`src/rtl/core/sdf_pkg.sv`:
```
// shared widths, defaults and types for the sequence duplicate filter
package sdf_pkg;

    localparam int ID_W          = 32;
    localparam int SEQ_W         = 32;
    localparam int ENTRY_W       = ID_W + SEQ_W;
    localparam int TABLE_ENTRIES_DEF = 16;

    typedef struct packed {
        logic is_duplicate;
        logic untracked;
    } t_result;

endpackage

```
`src/rtl/core/sequence_duplicate_filter.sv`:
```
// sequence duplicate filter top level: table walk engine and output register
// a beat's result comes from a walk that reads and compares the filled entries in
// order, stopping at the first id hit, and then passes through the output register;
// one packet in the walk at a time and the next beat is taken in the cycle its
// result beat can leave, so no new beat is taken while a packet is in the walk.
// reset clears the fill count and all handshake state; table contents are kept
module sequence_duplicate_filter #(
    parameter int TABLE_ENTRIES = sdf_pkg::TABLE_ENTRIES_DEF
) (
    input  logic                      i_clk,
    input  logic                      i_rst_n,
    input  logic                      i_valid,
    output logic                      o_stall,
    input  logic [sdf_pkg::ID_W-1:0]  i_message_id,
    input  logic [sdf_pkg::SEQ_W-1:0] i_sequence_number,
    output logic                      o_valid,
    input  logic                      i_stall,
    output logic                      o_is_duplicate,
    output logic                      o_untracked
);
    import sdf_pkg::*;

    logic    done;
    logic    take;
    t_result result;
    logic    r_out_valid;
    t_result r_out;

    sdf_engine #(
        .TABLE_ENTRIES (TABLE_ENTRIES)
    ) u_engine (
        .i_clk             (i_clk),
        .i_rst_n           (i_rst_n),
        .i_valid           (i_valid),
        .o_stall           (o_stall),
        .i_message_id      (i_message_id),
        .i_sequence_number (i_sequence_number),
        .o_done            (done),
        .i_take            (take),
        .o_result          (result)
    );

    // output register frees when empty or when its beat leaves this cycle
    assign take = done && (!r_out_valid || !i_stall);

    always_ff @(posedge i_clk) begin
        if (!i_rst_n) begin
            r_out_valid <= 1'b0;
        end else if (take) begin
            r_out_valid <= 1'b1;
        end else if (!i_stall) begin
            r_out_valid <= 1'b0;
        end
    end

    always_ff @(posedge i_clk) begin
        if (take) begin
            r_out <= result;
        end
    end

    assign o_valid        = r_out_valid;
    assign o_is_duplicate = r_out.is_duplicate;
    assign o_untracked    = r_out.untracked;

endmodule

```
`src/rtl/core/sdf_ram.sv`:
```
// generic single write port, single read port ram with registered read
module sdf_ram #(
    parameter int WIDTH = 8,
    parameter int DEPTH = 16,
    parameter int ADDR_W = (DEPTH > 1) ? $clog2(DEPTH) : 1
) (
    input  logic              i_clk,
    input  logic              i_wr_en,
    input  logic [ADDR_W-1:0] i_wr_addr,
    input  logic [WIDTH-1:0]  i_wr_data,
    input  logic              i_rd_en,
    input  logic [ADDR_W-1:0] i_rd_addr,
    output logic [WIDTH-1:0]  o_rd_data
);

    logic [WIDTH-1:0] r_mem [DEPTH];
    logic [WIDTH-1:0] r_rd_data;

    always_ff @(posedge i_clk) begin
        if (i_wr_en) begin
            r_mem[i_wr_addr] <= i_wr_data;
        end
        if (i_rd_en) begin
            r_rd_data <= r_mem[i_rd_addr];
        end
    end

    assign o_rd_data = r_rd_data;

endmodule

```
`src/rtl/core/sdf_engine.sv`:
```
// table walk: pipelined read and compare over the filled entries, then update, append or flag untracked
module sdf_engine #(
    parameter int TABLE_ENTRIES = sdf_pkg::TABLE_ENTRIES_DEF
) (
    input  logic                      i_clk,
    input  logic                      i_rst_n,
    input  logic                      i_valid,
    output logic                      o_stall,
    input  logic [sdf_pkg::ID_W-1:0]  i_message_id,
    input  logic [sdf_pkg::SEQ_W-1:0] i_sequence_number,
    output logic                      o_done,
    input  logic                      i_take,
    output sdf_pkg::t_result          o_result
);
    import sdf_pkg::*;

    localparam int IDX_W = (TABLE_ENTRIES > 1) ? $clog2(TABLE_ENTRIES) : 1;
    localparam int FC_W  = $clog2(TABLE_ENTRIES + 1);
    localparam logic [FC_W-1:0] FULL = FC_W'(TABLE_ENTRIES);

    typedef enum logic [2:0] {
        S_IDLE = 3'b001,
        S_SCAN = 3'b010,
        S_DONE = 3'b100
    } t_state;

    t_state             r_state, n_state;
    logic [FC_W-1:0]    r_fill, n_fill;
    logic [FC_W-1:0]    r_issue, n_issue;
    logic               r_pend, n_pend;
    logic [IDX_W-1:0]   r_cmp_idx, n_cmp_idx;
    logic [ID_W-1:0]    r_ident;
    logic [SEQ_W-1:0]   r_seq;
    t_result            r_res, n_res;

    logic               issue;
    logic [ENTRY_W-1:0] rd_data;
    logic               wr_en;
    logic [IDX_W-1:0]   wr_addr;
    logic               id_hit;
    logic               seq_hit;

    assign issue   = (r_state == S_SCAN) && (r_issue < r_fill);
    assign id_hit  = rd_data[ENTRY_W-1 -: ID_W] == r_ident;
    assign seq_hit = rd_data[SEQ_W-1:0] == r_seq;

    sdf_ram #(
        .WIDTH (ENTRY_W),
        .DEPTH (TABLE_ENTRIES)
    ) u_table (
        .i_clk     (i_clk),
        .i_wr_en   (wr_en),
        .i_wr_addr (wr_addr),
        .i_wr_data ({r_ident, r_seq}),
        .i_rd_en   (issue),
        .i_rd_addr (r_issue[IDX_W-1:0]),
        .o_rd_data (rd_data)
    );

    always_comb begin
        n_state   = r_state;
        n_fill    = r_fill;
        n_issue   = r_issue;
        n_pend    = 1'b0;
        n_cmp_idx = r_cmp_idx;
        n_res     = r_res;
        wr_en     = 1'b0;
        wr_addr   = r_cmp_idx;
        case (r_state)
            S_IDLE: begin
                n_issue = '0;
                if (i_valid) begin
                    n_state = S_SCAN;
                end
            end
            S_SCAN: begin
                // read of the next entry overlaps the compare of the last one
                n_pend    = issue;
                n_cmp_idx = r_issue[IDX_W-1:0];
                if (issue) begin
                    n_issue = r_issue + 1'b1;
                end
                if (r_pend && id_hit) begin
                    n_pend  = 1'b0;
                    n_state = S_DONE;
                    n_res   = '{is_duplicate: seq_hit, untracked: 1'b0};
                    wr_en   = !seq_hit;
                    wr_addr = r_cmp_idx;
                end else if (!r_pend && !issue) begin
                    // walked every filled entry without a hit
                    n_state = S_DONE;
                    if (r_fill < FULL) begin
                        wr_en   = 1'b1;
                        wr_addr = r_fill[IDX_W-1:0];
                        n_fill  = r_fill + 1'b1;
                        n_res   = '{is_duplicate: 1'b0, untracked: 1'b0};
                    end else begin
                        n_res   = '{is_duplicate: 1'b0, untracked: 1'b1};
                    end
                end
            end
            S_DONE: begin
                if (i_take) begin
                    n_state = S_IDLE;
                end
            end
            default: begin
                n_state = S_IDLE;
            end
        endcase
    end

    always_ff @(posedge i_clk) begin
        if (!i_rst_n) begin
            r_state <= S_IDLE;
            r_fill  <= '0;
            r_pend  <= 1'b0;
        end else begin
            r_state <= n_state;
            r_fill  <= n_fill;
            r_pend  <= n_pend;
        end
    end

    always_ff @(posedge i_clk) begin
        r_issue   <= n_issue;
        r_cmp_idx <= n_cmp_idx;
        r_res     <= n_res;
        if (r_state == S_IDLE && i_valid) begin
            r_ident <= i_message_id;
            r_seq   <= i_sequence_number;
        end
    end

    assign o_stall  = r_state != S_IDLE;
    assign o_done   = r_state == S_DONE;
    assign o_result = r_res;

endmodule
```
`config.mk`:
```
export PLATFORM = sky130hd
export DESIGN_NAME = sequence_duplicate_filter
export DESIGN_NICKNAME = d
export VERILOG_FILES = /design/src/rtl/core/sdf_pkg.sv /design/src/rtl/core/sequence_duplicate_filter.sv /design/src/rtl/core/sdf_ram.sv /design/src/rtl/core/sdf_engine.sv
export SDC_FILE = /design/constraint.sdc
export NUM_CORES = 1
export LEC_CHECK = 0
export BUFFER_PORTS_ARGS = -buffer_cell sky130_fd_sc_hd__buf_2
export CORE_MARGIN = 5
export CORE_UTILIZATION = 30
export DETAILED_ROUTE_END_ITERATION = 16
export PLACE_DENSITY = 0.44
export SYNTH_ARGS = -nofsm -noshare
export SYNTH_HDL_FRONTEND = slang
export SYNTH_SLANG_ARGS = --single-unit
```
`constraint.sdc`:
```
create_clock -name i_clk -period 7.2 [get_ports i_clk]
set_clock_uncertainty 0.15 [all_clocks]
set_input_delay 0 -clock i_clk [delete_from_list [all_inputs] [get_ports i_clk]]
set_output_delay 0 -clock i_clk [all_outputs]
set_load 0.01 [all_outputs]
```
# == Yosys cells after proc, flatten, opt, wreduce, memory -nomap -nowiden ==
# Memory sizes are Yosys's and may differ from the RTL's. A register that Yosys moved wholly into a read port is not among the register bits.
# Index checks and enable logic that the tools add are counted.
# word_totals
ff_bits,87
mem_bits_rw,1024
inputBits,68
output_inout_bits,4
wordCells,71
memories,1
# classes
addsub,2
magnitude_cmp,2
n_eq_ne,11
mux,22
bitwise,3
reduce_logical,18
# memory_table
memory,depth,word_bits,rd,rd_clocked_by_memory_dff,wr,line,text
u_engine.u_table.r_mem,16,64,1,1,1,sdf_ram.sv:16,logic [WIDTH-1:0] r_mem [DEPTH];
# op_table
cell,count
$eq A32 B32 Y1,2
$mux W4,4
$mux W3,4
$add A5 B1 Y5 const B,2
$pmux W5 S2,1
$mux W1,9
$pmux W3 S3,1
$ne A2 B1 Y1 const B,3
$logic_and A1 B1 Y1,5
$logic_not A1 Y1,5
$lt A5 B5 Y1,1
$lt A5 B5 Y1 const B,1
$mux W5,1
$mux W2,2
$reduce_and A2 Y1,2
$reduce_and A4 Y1,1
$reduce_bool A2 Y1,2
$eq A3 B1 Y1 const B,1
$eq A3 B2 Y1 const B,1
$eq A3 B3 Y1 const B,1
$ne A3 B1 Y1 const B,1
$ne A3 B3 Y1 const B,1
$not A1 Y1,3
$reduce_and A3 Y1,1
other kinds (3),3

# == Depth between registers and ports, before layout ==
# logic_depth
ltp_word,9
ltp_mapped,9
ltp_nobuf,8

# == Modules after synthesis ==
# From an unflattened synthesis, not the netlist that was laid out.
# unflattened
hier_cells,1919
hier_area_um2,44078.5
# modules_own_cells
mod,instances,cells_each,area_each_um2,seq_area_each_um2
sdf_ram,1,1647,40222.3,32671.3
sdf_engine,1,266,3757.4,2432.3
sequence_duplicate_filter,1,6,98.8,80.1

# == Least setup slack after synthesis ==
# Ideal clock, no wire load.
# synth_timing
path_kind,reg-to-reg
startpoint,register u_engine.r_issue[3]
endpoint,memory u_engine.u_table.r_mem[6][0] (netlist name) (enable)
setup_time_ns,0.565
arrival_time_ns,6.660
t_required_ns,6.485
path_slack_ns,-0.174
stages_incl_launch_ff,9
n_path_buf,1
synth_period_minus_slack_ns,7.374
cell_sequence,edfxtp_1 > ha_1 > a21o_1 > a211oi_2 > o21a_4 > nor3_4 > buf_6 > mux2i_1 > nor3_1
# synth_via
elab_chain_cells,9
word_cells_on_any_way,12
classes_between,order compare: 1; mux: 8; reduce/logical: 3
# synth_lines
element,line,text
from (decl),sdf_engine.sv:29,"logic [FC_W-1:0] r_issue, n_issue;"
from (signal assigned),sdf_engine.sv:126,r_issue <= n_issue;
$lt A5 B5 Y1 (*),sdf_engine.sv:43,assign issue = (r_state == S_SCAN) && (r_issue < r_fill);
$logic_and A1 B1 Y1 (*),sdf_engine.sv:43,
named net u_engine.issue,sdf_engine.sv:36,logic issue;
$logic_not A1 Y1 (*),sdf_engine.sv:89,end else if (!r_pend && !issue) begin
$logic_and A1 B1 Y1 (*),sdf_engine.sv:89,
$mux W1,sdf_engine.sv:89,
$mux W1,sdf_engine.sv:83,if (r_pend && id_hit) begin
$mux W1,sdf_engine.sv:69,case (r_state)
$mux W1,sdf_ram.sv:20,if (i_wr_en) begin
$mux W1 (implied by the code),sdf_ram.sv:21,r_mem[i_wr_addr] <= i_wr_data;
to (decl),sdf_ram.sv:16,
# Mark *: on every way through the listed nets, which the timed path passes. The rest lies on a longest branch.

# == Worst setup path in the final report ==
# layout_timing
startpoint,register u_engine.r_issue[3]
endpoint,memory u_engine.u_table.r_mem[15][19] (netlist name) (enable)
# Same word-level chain as after synthesis.

==> PnR_summary.wiki <==
{| class="wikitable"
! Metric !! Value
|-
| Status || finished, final reports clean
|-
| Root buffer cell || sky130_fd_sc_hd__clkbuf_16
|-
| Async S/R FF share, synth || 0
|-
| XOR/XNOR Fraction of Synth Area || 0.0137
|-
| Worst slew slack as a fraction of its limit || 0.247
|-
| TritonCTS clock tree || done
|-
| Global router's overall resource usage || 0.134
|-
| Worst-path fanout max || 55
|-
| Class of the most critical setup path || reg2reg
|-
| Number of global-route vias before repair || 21500
|-
| Final wirelength || slightly above 100000 µm
|-
| Yosys warns || 0
|-
| Number of port buffers || a little over 70
|-
| Num ports || just over 70
|-
| Area of the mapped netlist || ~44000 µm²
|-
| Path category of the worst min-delay check || in2reg
|-
| DR vias || 19400
|-
| Timing-limited maximum frequency || approximately 0.21 GHz
|-
| DR WL/cell || 25.2 µm
|-
| Area growth, synth to finish || 19.0%
|-
| Max VDD drop || around 170 µV
|-
| Total cell area at the placement stage || between 40000 and 50000 µm²
|-
| Die Area || 155000 µm²
|-
| Fin. Hold Viols || 0
|-
| Register clock-pin slew on the reported worst setup and hold paths || 0.05 ns
|-
| Tmin final || about 4.7 ns
|-
| Cell row count || 140
|-
| Endpoint arrival time on the critical path || just under 5 ns
|-
| Net total in the final layout || about 2200
|-
| Number of buffers on the longest clock path || 3
|-
| # clock sinks || ~1200
|-
| Violation count after the first detailed-routing iteration || 1393
|-
| Max Cap Viol || 0
|-
| Number of antenna violations at the first check in global routing || 0
|-
| Fillers || 13300
|-
| Post-CTS Resized || 0
|-
| Maximum number of pins on one net before global-route repair || between 100 and 150
|-
| Number of cells produced by synthesis || 1764
|-
| Overflow left after global routing || 0
|-
| Power density of the placed cells || about 280 nW/µm²
|-
| Standard cell core area || roughly 150000 µm²
|-
| Cell with the most instances after synthesis || sky130_fd_sc_hd__edfxtp_1
|-
| Mux cell area share after synthesis || 0.166
|-
| Antenna cell count || 0
|-
| Dominant combinational cell family by area after synthesis || multiplexers
|-
| Cell type contributing the most total cell area after synthesis || sky130_fd_sc_hd__edfxtp_1
|-
| Ratio of cells with drive above 1 in the final layout || 0.298
|-
| Final slew viol count || 0
|-
| Starting density of the core || 0.302
|-
| First-pass GRT wire length || between 150000 and 200000 µm
|-
| First drt pass iteration count || 5
|-
| Total leakage power || approximately 0.016 µW
|-
| Post-synth top area share || 0.792
|-
| Setup repair after global routing missed its margin || no
|-
| Half-perimeter wire length of the detailed placement result || approximately 53000 µm
|-
| Adder and majority cell fraction of the synthesized area || 0.00170
|-
| Floorplan die height || 394 µm
|-
| Total DRC errors in the routed layout || 0
|-
| CP Data Required Time || around 7.4 ns
|-
| Count of antenna-violating nets left after detailed routing || 0
|-
| Post CTS Setup Buffer Count || 0
|-
| Htree depth || 4
|-
| EDFF count, synth || between 1000 and 1500
|-
| Setup TNS || 0 ns
|-
| Die width || between 300 and 400 µm
|-
| Top flip-flop cell by instance count after synthesis || sky130_fd_sc_hd__edfxtp_1
|-
| Nature of the critical path startpoint || flip-flop
|-
| Vias per std cell || 4.74
|-
| Commonest cells post-synth || sky130_fd_sc_hd__edfxtp_1 (1165), sky130_fd_sc_hd__mux4_2 (320), sky130_fd_sc_hd__clkbuf_1 (41)
|-
| Ranking of synthesized cells by area || sky130_fd_sc_hd__edfxtp_1 (79%), sky130_fd_sc_hd__mux4_2 (16%), sky130_fd_sc_hd__xnor2_1 (0.69%), sky130_fd_sc_hd__xor2_1 (0.67%), sky130_fd_sc_hd__dfxtp_1 (0.45%)
|-
| Type of destination of the critical path || flip-flop
|-
| Post-synth cell types || 44
|-
| Worst setup timing slack at the placement stage || about 2.4 ns
|-
| Final Wtd Congestion || 0.698
|-
| Part of the Yosys area used for sequential elements || 0.797
|-
| Number of synthesized register bits || 1175
|-
| Post-Syn Nets || approximately 1800
|-
| Post-synthesis compound-gate area fraction || 0.00278
|-
| Sum of internal, switching and leakage power || between 10000 and 15000 µW
|-
| Clock latency of the later-clocked register in the worst-skew pair || roughly 0.74 ns
|-
| Setup slack after layout || 2.48 ns
|-
| Simple-gate area share of the yosys netlist || 0.0113
|-
| Setup violations, final || 0
|-
| Number of CTS-inserted buffers || 131
|-
| Hold buffers post-CTS || 138
|-
| Worst-Margin Slew || around 1.1 ns
|-
| Final Cycle Share || 0.655
|-
| Cell area after layout || between 50000 and 60000 µm²
|-
| Post-synthesis average cell area || about 25 µm²
|}
==> layout make-up <==
| cell class | instances | area [µm²] | share of cell area |
|---|---|---|---|
| Multi-Input combinational cell | 507 | 8750 | 0.166 |
| Clock buffer | 171 | 3580 | 0.0681 |
| Timing Repair Buffer | 258 | 2180 | 0.0415 |
| Clock inverter | 65 | 457 | 0.00869 |
| Inverter | 5 | 23.8 | 0.000452 |
| Sequential cell | 1175 | 35200 | 0.669 |
| Tap cell | 1917 | 2400 | 0.0456 |
==> layer usage <==
metal	track usage	vias to the layer above	share of wire
li1	-	8245	-
met5	0	-	0
met1	0.178	10700	0.44
met4	0.0381	0	0.019
met3	0.0220	134	0.035
met2	0.229	367	0.51
==> per-stage QoR <==
| stage | hold WS [ns] | utilization | instances |
|---|---|---|---|
| 2_1_floorplan | -0.0511 | - | 1764 |
| 4_1_cts | 0.229 | 0.360 | 4098 |
| 6_report | 0.287 | 0.360 | 4098 |
| 5_1_grt | 0.263 | 0.360 | 4098 |
| 3_5_place_dp | 0.0281 | 0.323 | 3724 |
| 3_3_place_gp | 0.0296 | 0.323 | 3724 |
==> worst paths after layout <==
path / startpoint / end / slack, ns / depth (start not counted)
worst max-delay path: u_engine.r_issue[3]$_SDFFCE_PP0P_ / u_engine.u_table.r_mem[15][19]$_DFFE_PP_ / 2.48 / 9
worst min-delay path: i_valid / u_engine.r_seq[1]$_DFFE_PP_ / 0.29 / 3
worst max register to register: u_engine.r_issue[3]$_SDFFCE_PP0P_ / u_engine.u_table.r_mem[15][19]$_DFFE_PP_ / 2.48 / 9
worst min register to register: u_engine.o_result[1]$_SDFFCE_PN0P_ / o_is_duplicate$_DFFE_PP_ / 0.30 / 0
==> cells by family (layout without fill, tap and decap cells) <==
kind of cell | after synthesis | in the layout
flops | 1175 | 1175
mux | 329 | 329
simple gates | 89 | 89
buf+inv | 82 | 499
xor+xnor | 69 | 69
compound gates | 14 | 14
fa+ha+maj | 6 | 6
==> critical path, cell delays in order (launching register included) <==
cell and delay, ns:
sky130_fd_sc_hd__edfxtp_1 0.32, sky130_fd_sc_hd__buf_4 0.62, sky130_fd_sc_hd__ha_1 0.38, sky130_fd_sc_hd__a21o_1 0.17
sky130_fd_sc_hd__a211oi_2 0.25, sky130_fd_sc_hd__o21a_4 0.60, sky130_fd_sc_hd__nor3_4 0.25, sky130_fd_sc_hd__mux2_4 0.41
sky130_fd_sc_hd__nor3_4 0.67, sky130_fd_sc_hd__buf_12 0.44
==> flip-flops by register name (all words and copies together) (netlist names) <==
| signal | count |
|---|---|
| u_engine.u_table.o_rd_data | 64 |
| u_engine.r_fill | 5 |
| u_engine.r_state | 3 |
| u_engine.r_ident | 32 |
| u_engine.o_result | 2 |
| u_engine.r_seq | 32 |
| o_untracked | 1 |
| u_engine.u_table.r_mem | 1024 |
| u_engine.r_issue | 5 |
| o_is_duplicate | 1 |
| u_engine.r_pend | 1 |
| u_engine.r_cmp_idx | 4 |
| o_valid | 1 |
==> where the power goes <==
part | leakage (µW) | switching, µW | internal (µW) | total (µW)
clock network | 0.00198 | 2630 | 3620 | 6250
logic | 0.00348 | 402 | 454 | 856
registers | 0.0106 | 116 | 7610 | 7730
==> cells in the final DEF (no fill, tap or decap), types with 9 or more instances in the layout <==
cell and n:
sky130_fd_sc_hd__nor3_2 9, sky130_fd_sc_hd__clkinv_1 25, sky130_fd_sc_hd__nand2_1 9, sky130_fd_sc_hd__xor2_1 34, sky130_fd_sc_hd__buf_2 71, sky130_fd_sc_hd__nand4_1 11
sky130_fd_sc_hd__nor3_4 9, sky130_fd_sc_hd__clkbuf_16 138, sky130_fd_sc_hd__xnor2_1 35, sky130_fd_sc_hd__edfxtp_1 1165, sky130_fd_sc_hd__nor4_1 10, sky130_fd_sc_hd__clkinv_2 26
sky130_fd_sc_hd__nor2_1 15, sky130_fd_sc_hd__dfxtp_1 10, sky130_fd_sc_hd__clkbuf_1 33, sky130_fd_sc_hd__buf_4 43, sky130_fd_sc_hd__mux4_2 320, sky130_fd_sc_hd__dlygate4sd3_1 138
(Power assumes the default switching activity.)
